[src/rtl/core/pwmfd_pkg.sv]
`timescale 1ns / 1ps

package pwmfd_pkg;

   localparam int COUNT_W    = 16;
   localparam int FREQ_W     = 20;
   localparam int DUTY_W     = 10;
   localparam int TOTAL_W    = 32;
   localparam int IDLE_W     = 17;
   localparam int MODE_W     = 2;
   localparam int PRODUCT_W  = COUNT_W + DUTY_W;

   localparam int COUNT_RATE_DEFAULT = 1000000;

   localparam logic [FREQ_W-1:0]  FREQ_MAX      = '1;
   localparam logic [DUTY_W-1:0]  DUTY_FULL     = 10'd1000;
   localparam logic [IDLE_W-1:0]  IDLE_MAX      = '1;
   localparam logic [COUNT_W-1:0] TIMEOUT_RESET = 16'd100;

   localparam logic [MODE_W-1:0] MODE_RISE = 2'd0;
   localparam logic [MODE_W-1:0] MODE_FALL = 2'd1;
   localparam logic [MODE_W-1:0] MODE_TICK = 2'd2;

   typedef struct packed {
      logic [MODE_W-1:0]  mode;
      logic [COUNT_W-1:0] period_count;
      logic [COUNT_W-1:0] high_count;
   } req_type;

   typedef struct packed {
      logic [FREQ_W-1:0]  freq_hz;
      logic [DUTY_W-1:0]  duty_permille;
      logic [COUNT_W-1:0] period_us;
      logic [COUNT_W-1:0] high_us;
      logic [TOTAL_W-1:0] capture_total;
      logic               signal_lost;
   } rsp_type;

endpackage

[src/rtl/core/pwmfd_serial_div.sv]
`timescale 1ns / 1ps

module pwmfd_serial_div #(
   parameter int DIV_W = 27
) (
   input  logic                         clock,
   input  logic                         reset,
   input  logic                         start,
   input  logic [DIV_W-1:0]             dividend,
   input  logic [pwmfd_pkg::COUNT_W-1:0] divisor,
   output logic                         done,
   output logic [DIV_W-1:0]             quotient
);

   localparam int CNT_W = $clog2(DIV_W + 1);
   localparam int CW    = pwmfd_pkg::COUNT_W;

   logic                 busy_ff, busy_in;
   logic                 done_ff, done_in;
   logic [CNT_W-1:0]     cnt_ff, cnt_in;
   logic [CW-1:0]        rem_ff, rem_in;
   logic [DIV_W-1:0]     quo_ff, quo_in;
   logic [CW-1:0]        dvs_ff, dvs_in;

   logic [CW:0]          trial;
   logic [CW+1:0]        diff;
   logic                 fits;

   // one quotient bit per cycle, dividend shifts out as quotient shifts in
   assign trial = {rem_ff, quo_ff[DIV_W-1]};
   assign diff  = {1'b0, trial} - {2'b00, dvs_ff};
   assign fits  = ~diff[CW+1];

   always_comb begin
      busy_in = busy_ff;
      done_in = 1'b0;
      cnt_in  = cnt_ff;
      rem_in  = rem_ff;
      quo_in  = quo_ff;
      dvs_in  = dvs_ff;
      if (start) begin
         busy_in = 1'b1;
         cnt_in  = CNT_W'(DIV_W);
         rem_in  = '0;
         quo_in  = dividend;
         dvs_in  = divisor;
      end else if (busy_ff) begin
         rem_in = fits ? diff[CW-1:0] : trial[CW-1:0];
         quo_in = {quo_ff[DIV_W-2:0], fits};
         cnt_in = cnt_ff - CNT_W'(1);
         if (cnt_ff == CNT_W'(1)) begin
            busy_in = 1'b0;
            done_in = 1'b1;
         end
      end
   end

   always_ff @(posedge clock) begin
      if (reset) begin
         busy_ff <= 1'b0;
         done_ff <= 1'b0;
         cnt_ff  <= '0;
      end else begin
         busy_ff <= busy_in;
         done_ff <= done_in;
         cnt_ff  <= cnt_in;
      end
      rem_ff <= rem_in;
      quo_ff <= quo_in;
      dvs_ff <= dvs_in;
   end

   assign done     = done_ff;
   assign quotient = quo_ff;

`ifndef SYNTHESIS
   a_done_after_busy: assert property (@(posedge clock) disable iff (reset)
      done_ff |-> $past(busy_ff))
      else $error("divider done without a running division");
   a_busy_count: assert property (@(posedge clock) disable iff (reset)
      busy_ff |-> cnt_ff != '0)
      else $error("divider busy with empty step count");
   a_no_start_busy: assert property (@(posedge clock) disable iff (reset)
      busy_ff && !start |=> (busy_ff || done_ff))
      else $error("divider dropped a division");
`endif

endmodule

[src/rtl/core/pwm_frequency_duty_meter_unit.sv]
`timescale 1ns / 1ps

// pwm frequency and duty meter
// req channel: one event beat (rising capture, falling capture, millisecond
//   tick); accepted when req_valid is high and req_stall is low
// rsp channel: exactly one result beat per event, showing the state after it;
//   held in an output register until taken (rsp_valid high, rsp_stall low)
// csr channel: writes timeout_ms; csr_ready is always high, write only idle
// falling capture, tick and zero-period rising capture go from acceptance
//   to ST_RESP, which loads the result once the output register is free
// rising capture with nonzero period runs two serial restoring divisions of
//   DIV_W steps each (frequency, then duty), one quotient bit per cycle,
//   in ST_DIV_F and then ST_DIV_D, before ST_RESP loads the result
// one event is in flight at a time; req_stall is high from acceptance until
//   the result is loaded into the output register, so the next event may be
//   taken while the previous result still waits
// if the receiver stalls, the result holds and the block waits to load
//   the next one
// reset: synchronous, timeout 100, signal lost set, stores zero but prod_ff, rsp_data_ff

module pwm_frequency_duty_meter_unit #(
   parameter int COUNT_RATE_HZ = pwmfd_pkg::COUNT_RATE_DEFAULT
) (
   input  logic                          clock,
   input  logic                          reset,
   input  logic                          req_valid,
   output logic                          req_stall,
   input  pwmfd_pkg::req_type            req_data,
   output logic                          rsp_valid,
   input  logic                          rsp_stall,
   output pwmfd_pkg::rsp_type            rsp_data,
   input  logic                          csr_valid,
   output logic                          csr_ready,
   input  logic [pwmfd_pkg::COUNT_W-1:0] csr_data
);

   localparam int RATE_W = $clog2(COUNT_RATE_HZ + 1);
   localparam int DIV_W  = (RATE_W > pwmfd_pkg::PRODUCT_W) ? RATE_W : pwmfd_pkg::PRODUCT_W;
   localparam int CW     = pwmfd_pkg::COUNT_W;

   typedef enum logic [1:0] {
      ST_IDLE,
      ST_DIV_F,
      ST_DIV_D,
      ST_RESP
   } state_type;

   state_type                     state_ff, state_in;
   logic [CW-1:0]                 timeout_ff, timeout_in;
   logic [CW-1:0]                 period_ff, period_in;
   logic [CW-1:0]                 high_ff, high_in;
   logic [pwmfd_pkg::FREQ_W-1:0]  freq_ff, freq_in;
   logic [pwmfd_pkg::DUTY_W-1:0]  duty_ff, duty_in;
   logic [pwmfd_pkg::TOTAL_W-1:0] total_ff, total_in;
   logic [pwmfd_pkg::IDLE_W-1:0]  idle_ff, idle_in;
   logic                          lost_ff, lost_in;
   logic [DIV_W-1:0]              prod_ff, prod_in;
   logic                          rsp_valid_ff, rsp_valid_in;
   pwmfd_pkg::rsp_type            rsp_data_ff, rsp_data_in;

   logic                              req_accept;
   logic                              out_free;
   logic                              div_start;
   logic [DIV_W-1:0]                  div_dividend;
   logic [CW-1:0]                     div_divisor;
   logic                              div_done;
   logic [DIV_W-1:0]                  div_quotient;
   logic [pwmfd_pkg::PRODUCT_W-1:0]   product;
   logic [pwmfd_pkg::IDLE_W-1:0]      idle_next;

   assign req_stall  = (state_ff != ST_IDLE);
   assign req_accept = req_valid && !req_stall;
   assign out_free   = !rsp_valid_ff || !rsp_stall;
   assign csr_ready  = 1'b1;

   assign product = {{pwmfd_pkg::DUTY_W{1'b0}}, req_data.high_count}
                  * {{CW{1'b0}}, pwmfd_pkg::DUTY_FULL};

   assign idle_next = (idle_ff < pwmfd_pkg::IDLE_MAX)
                    ? idle_ff + pwmfd_pkg::IDLE_W'(1) : idle_ff;

   always_comb begin
      div_start    = 1'b0;
      div_dividend = DIV_W'(COUNT_RATE_HZ);
      div_divisor  = period_ff;
      if (state_ff == ST_IDLE) begin
         div_divisor = req_data.period_count;
         div_start   = req_accept && (req_data.mode == pwmfd_pkg::MODE_RISE)
                     && (req_data.period_count != '0);
      end else if (state_ff == ST_DIV_F) begin
         div_dividend = prod_ff;
         div_start    = div_done;
      end
   end

   pwmfd_serial_div #(
      .DIV_W (DIV_W)
   ) u_div (
      .clock    (clock),
      .reset    (reset),
      .start    (div_start),
      .dividend (div_dividend),
      .divisor  (div_divisor),
      .done     (div_done),
      .quotient (div_quotient)
   );

   always_comb begin
      state_in     = state_ff;
      timeout_in   = timeout_ff;
      period_in    = period_ff;
      high_in      = high_ff;
      freq_in      = freq_ff;
      duty_in      = duty_ff;
      total_in     = total_ff;
      idle_in      = idle_ff;
      lost_in      = lost_ff;
      prod_in      = prod_ff;
      rsp_valid_in = rsp_valid_ff && rsp_stall;
      rsp_data_in  = rsp_data_ff;

      if (csr_valid && csr_ready) begin
         timeout_in = csr_data;
      end

      unique case (state_ff)
         ST_IDLE: begin
            if (req_accept) begin
               state_in = ST_RESP;
               case (req_data.mode)
                  pwmfd_pkg::MODE_RISE: begin
                     period_in = req_data.period_count;
                     high_in   = req_data.high_count;
                     idle_in   = '0;
                     lost_in   = 1'b0;
                     total_in  = total_ff + pwmfd_pkg::TOTAL_W'(1);
                     prod_in   = DIV_W'(product);
                     if (req_data.period_count != '0) begin
                        state_in = ST_DIV_F;
                     end
                  end
                  pwmfd_pkg::MODE_FALL: begin
                     high_in = req_data.high_count;
                     idle_in = '0;
                  end
                  pwmfd_pkg::MODE_TICK: begin
                     idle_in = idle_next;
                     if (idle_next > {1'b0, timeout_ff}) begin
                        lost_in = 1'b1;
                        freq_in = '0;
                        duty_in = '0;
                     end
                  end
                  default: begin
                  end
               endcase
            end
         end
         ST_DIV_F: begin
            if (div_done) begin
               freq_in  = (div_quotient > DIV_W'(pwmfd_pkg::FREQ_MAX))
                        ? pwmfd_pkg::FREQ_MAX : div_quotient[pwmfd_pkg::FREQ_W-1:0];
               state_in = ST_DIV_D;
            end
         end
         ST_DIV_D: begin
            if (div_done) begin
               duty_in  = (div_quotient > DIV_W'(pwmfd_pkg::DUTY_FULL))
                        ? pwmfd_pkg::DUTY_FULL : div_quotient[pwmfd_pkg::DUTY_W-1:0];
               state_in = ST_RESP;
            end
         end
         ST_RESP: begin
            if (out_free) begin
               rsp_valid_in              = 1'b1;
               rsp_data_in.freq_hz       = freq_ff;
               rsp_data_in.duty_permille = duty_ff;
               rsp_data_in.period_us     = period_ff;
               rsp_data_in.high_us       = high_ff;
               rsp_data_in.capture_total = total_ff;
               rsp_data_in.signal_lost   = lost_ff;
               state_in                  = ST_IDLE;
            end
         end
         default: begin
            state_in = ST_IDLE;
         end
      endcase
   end

   always_ff @(posedge clock) begin
      if (reset) begin
         state_ff     <= ST_IDLE;
         timeout_ff   <= pwmfd_pkg::TIMEOUT_RESET;
         period_ff    <= '0;
         high_ff      <= '0;
         freq_ff      <= '0;
         duty_ff      <= '0;
         total_ff     <= '0;
         idle_ff      <= '0;
         lost_ff      <= 1'b1;
         rsp_valid_ff <= 1'b0;
      end else begin
         state_ff     <= state_in;
         timeout_ff   <= timeout_in;
         period_ff    <= period_in;
         high_ff      <= high_in;
         freq_ff      <= freq_in;
         duty_ff      <= duty_in;
         total_ff     <= total_in;
         idle_ff      <= idle_in;
         lost_ff      <= lost_in;
         rsp_valid_ff <= rsp_valid_in;
      end
      prod_ff     <= prod_in;
      rsp_data_ff <= rsp_data_in;
   end

   assign rsp_valid = rsp_valid_ff;
   assign rsp_data  = rsp_data_ff;

`ifndef SYNTHESIS
   a_lost_zeroes: assert property (@(posedge clock) disable iff (reset)
      lost_ff |-> (freq_ff == '0) && (duty_ff == '0))
      else $error("lost signal with nonzero frequency or duty");
   a_duty_range: assert property (@(posedge clock) disable iff (reset)
      duty_ff <= pwmfd_pkg::DUTY_FULL)
      else $error("duty above full scale");
   a_rise_clears_lost: assert property (@(posedge clock) disable iff (reset)
      req_accept && (req_data.mode == pwmfd_pkg::MODE_RISE) |=> !lost_ff)
      else $error("rising capture left signal lost");
   a_done_in_div: assert property (@(posedge clock) disable iff (reset)
      div_done |-> (state_ff == ST_DIV_F) || (state_ff == ST_DIV_D))
      else $error("division finished outside a division state");
`endif

endmodule

[config.mk]
export PLATFORM = sky130hd
export DESIGN_NAME = pwm_frequency_duty_meter_unit
export DESIGN_NICKNAME = d
export VERILOG_FILES = /design/src/rtl/core/pwmfd_pkg.sv /design/src/rtl/core/pwmfd_serial_div.sv /design/src/rtl/core/pwm_frequency_duty_meter_unit.sv
export SDC_FILE = /design/constraint.sdc
export NUM_CORES = 1
export LEC_CHECK = 0
export BUFFER_PORTS_ARGS = -buffer_cell sky130_fd_sc_hd__buf_2
export CAP_MARGIN = 40
export CORE_MARGIN = 1
export CORE_UTILIZATION = 52
export DETAILED_ROUTE_END_ITERATION = 10
export GPL_TIMING_DRIVEN = 0
export PLACE_DENSITY = 0.81
export SETUP_SLACK_MARGIN = 0.15
export SYNTH_ARGS = -nofsm -noshare
export SYNTH_HDL_FRONTEND = slang
export SYNTH_SLANG_ARGS = --single-unit
[constraint.sdc]
create_clock -name clock -period 12.79 [get_ports clock]
set_input_delay 2.558 -clock clock [delete_from_list [all_inputs] [get_ports clock]]
set_output_delay 2.558 -clock clock [all_outputs]
set_load 0.005 [all_outputs]
==> metrics.csv <==
metric,value,unit
outcome,finished clean,
holdBufCountCts,0,
grt_max_degree,33,
rsz0062_at_grt,false,
globalRouteOverflowTotal,0,
p_leak,7.71,nW
synth.distinct_cells,73,
crit_fanout,5,
clockBufferDepth,3,
relSlewSlack,37.7,%
switchingPower,0.00119,W
ant_nets,0,
async_flop_share,0,%
postCtsResizedCells,0,
tightest_slew,934,ps
areaGrowthSynthToFinish,15.6,%
p_int,0.00235,W
vias,11620,
peakVddDrop,0.120,mV
die_h,177,µm
synth_edf_count,160,
htreeDepth,2,
arrival,7000,ps
fill_cells,2337,
finalNetCount,1896,
remaining_drc_errors,0,
netlist_area,15900,µm²
clk_latency,510,ps
grtUsageTotal,23.0,%
power_frac_clock,26.5,%
stdcell_count,2108,
num_antenna_cells,0,
crit_type,in -> reg,
slew_viol_final,0,
netlist_instances,1501,
setup_viol,0,
period_minus_slack,6760,ps
crit_path_start_kind,input port,
pin_count,153,
antenna_found_initial,0,
cts-root-buf,clkbuf_16,
clock_skew,11.7,ps
crit_required,13040,ps
hpwl,26500,µm
ys_seq_area_share,49.6,%
cts_tree,done,
cts.reportedPaths.clkPinSlew,60,ps
maxCapViolations,0,
cts.sinks,314,
drt-pass1-iter-count,5,
grt_pass1_vias,11556,
die_w,177,µm
drive_gt1_share,14.8,%
rows,63,
cp-end-kind,flip-flop,
drt_wl_total,35700,µm
initial_core_util,53.2,%
hold_violations,0,
p_sw_share,33.6,%
avgSynthCellArea,10.6,µm²
core,29900,µm²
drtIter0Drc,763,
power_density,193,nW/µm²
dpl.cell_count,2047,
cts_buffers,34,
synth_nets,1704,
grt_pass1_wl,57200,µm
combPwrFrac,36.7,%
seq_power_share,36.8,%
yosys_warnings,0,
ys.flop_type,edfxtp_1,
finalSetupTns,0,ps
via_per_inst,5.51,
fmax,0.148,GHz
wire_per_inst,16.9,µm
place.port_buffers,149,
fin_crit_sh,52.8,%
post_cts_buffers,0,
ys_seq_elements,314,
die_area,31300,µm²
place_congestion,0.908,
holdCritPathClass,reg -> reg,
## synth_stat cells (all sizes together) (5+ instances only)
| cell type | instances | area share, % |
|---|---|---|
| edfxtp | 160 | 30 |
| nand3 | 43 | 1.4 |
| a21oi | 98 | 3.1 |
| nor2b | 5 | 0.20 |
| a211oi | 5 | 0.27 |
| and4 | 7 | 0.42 |
| and2 | 6 | 0.24 |
| nor3 | 28 | 0.88 |
| dfxtp | 154 | 19 |
| inv | 123 | 2.9 |
| mux2i | 53 | 3.3 |
| mux2 | 18 | 1.3 |
| o21a | 10 | 0.47 |
| o21ai | 76 | 2.4 |
| nand4 | 15 | 0.63 |
| a21o | 15 | 0.71 |
| and3 | 14 | 0.61 |
| nor2 | 113 | 2.7 |
| ha | 93 | 7.3 |
| a22oi | 8 | 0.38 |
| nand2 | 195 | 4.7 |
| xnor2 | 37 | 2.0 |
| o21bai | 7 | 0.33 |
| or3 | 5 | 0.20 |
| buf | 12 | 0.54 |
| nor4 | 8 | 0.32 |
| clkbuf | 44 | 1.1 |
| xor2 | 39 | 2.1 |
| fa | 55 | 6.9 |
## final timing paths
path | start | to | slack [ps] | cells after the start
max | req_data[6] | prod_ff[24]$_DFFE_PP_ | 6030 | 15
min | high_ff[10]$_SDFFE_PP0P_ | rsp_data[43]$_DFFE_PP_ | 420 | 0
max reg2reg | idle_ff[7]$_SDFFE_PP0P_ | duty_ff[3]$_SDFFE_PP0P_ | 8720 | 16
min reg2reg | high_ff[10]$_SDFFE_PP0P_ | rsp_data[43]$_DFFE_PP_ | 420 | 0
## registers in the layout, indices dropped and copies added (netlist names), 17 cells and up
signal	cells
idle_ff	17
prod_ff	23
rsp_data	95
total_ff	32
u_div.quotient	26
freq_ff	20
## power by group through the flow
stage	combinational, W	clock (W)	sequential, W
finish	0.00130	0.000937	0.00130
floorplan	0.000982	0	0.00132
detailed placement	0.00127	0	0.00132
CTS	0.00129	0.000953	0.00130
global placement	0.00121	0	0.00134
global route	0.00145	0.000994	0.00131
## critical path: stages
cell and delay (ps):
buf_2 130, inv_1 240, fa_1 490, fa_1 540, fa_1 440, fa_1 520
inv_1 40, ha_1 350, a21oi_1 230, a2bb2oi_1 290, o31ai_1 200, or4_1 470
a31o_1 260, a21oi_2 160, xnor2_1 80
## cell usage in the layout (no fill, tap or decap), drive strengths merged, types with 5 or more instances in the layout
cell type,synthesis,layout
nand2,195,195
buf,12,168
edfxtp,160,160
dfxtp,154,154
inv,123,124
nor2,113,113
a21oi,98,98
ha,93,93
clkbuf,44,92
o21ai,76,76
fa,55,55
mux2i,53,53
nand3,43,43
xor2,39,39
xnor2,37,37
nor3,28,28
mux2,18,18
a21o,15,15
nand4,15,15
and3,14,14
o21a,10,10
clkinv,1,10
nor4,8,8
a22oi,8,8
o21bai,7,7
and4,7,7
and2,6,6
nor2b,5,5
or3,5,5
a211oi,5,5
## cell families after synthesis
group,share of synthesized area [%]
adder cells (fa/ha/maj),14.3
flip-flops,49.6
XOR/XNOR,4.19
AND/OR/NAND/NOR,13.0
AO/OA/AOI/OAI,9.57
multiplexers,4.61
buffers and inverters,4.67
other,0.0236
## routing by layer
metal  vias to the layer above  part of all wire, %  track usage, %
li1                       5573                    -               -
met1                      5539                   42            29.6
met2                       444                   49            40.1
met3                        64                  6.2            3.26
met4                         0                  2.4            6.72
met5                         -                    0               0
## stage by stage
step	util [%]	setup slack [ps]	cell area, µm²	hold slack (ps)	total power (W)
floorplan	-	2680	15900	408	0.00230
global placement	57.3	13.6	17100	412	0.00254
detailed placement	57.9	5560	17300	415	0.00259
CTS	61.5	6060	18400	418	0.00354
global route	61.5	5870	18400	439	0.00375
finish	61.5	6030	18400	424	0.00354
## layout make-up
cell class	instances	area, µm²	area share (%)
timing repair buffer	156	910	4.95
buffer	58	278	1.51
inverter	124	465	2.53
clock buffer	48	965	5.25
sequential	314	7890	42.9
multi-input combinational	1005	7270	39.6
clock inverter	13	103	0.559
tap	390	488	2.66
Power figures use the tool's default switching activity.
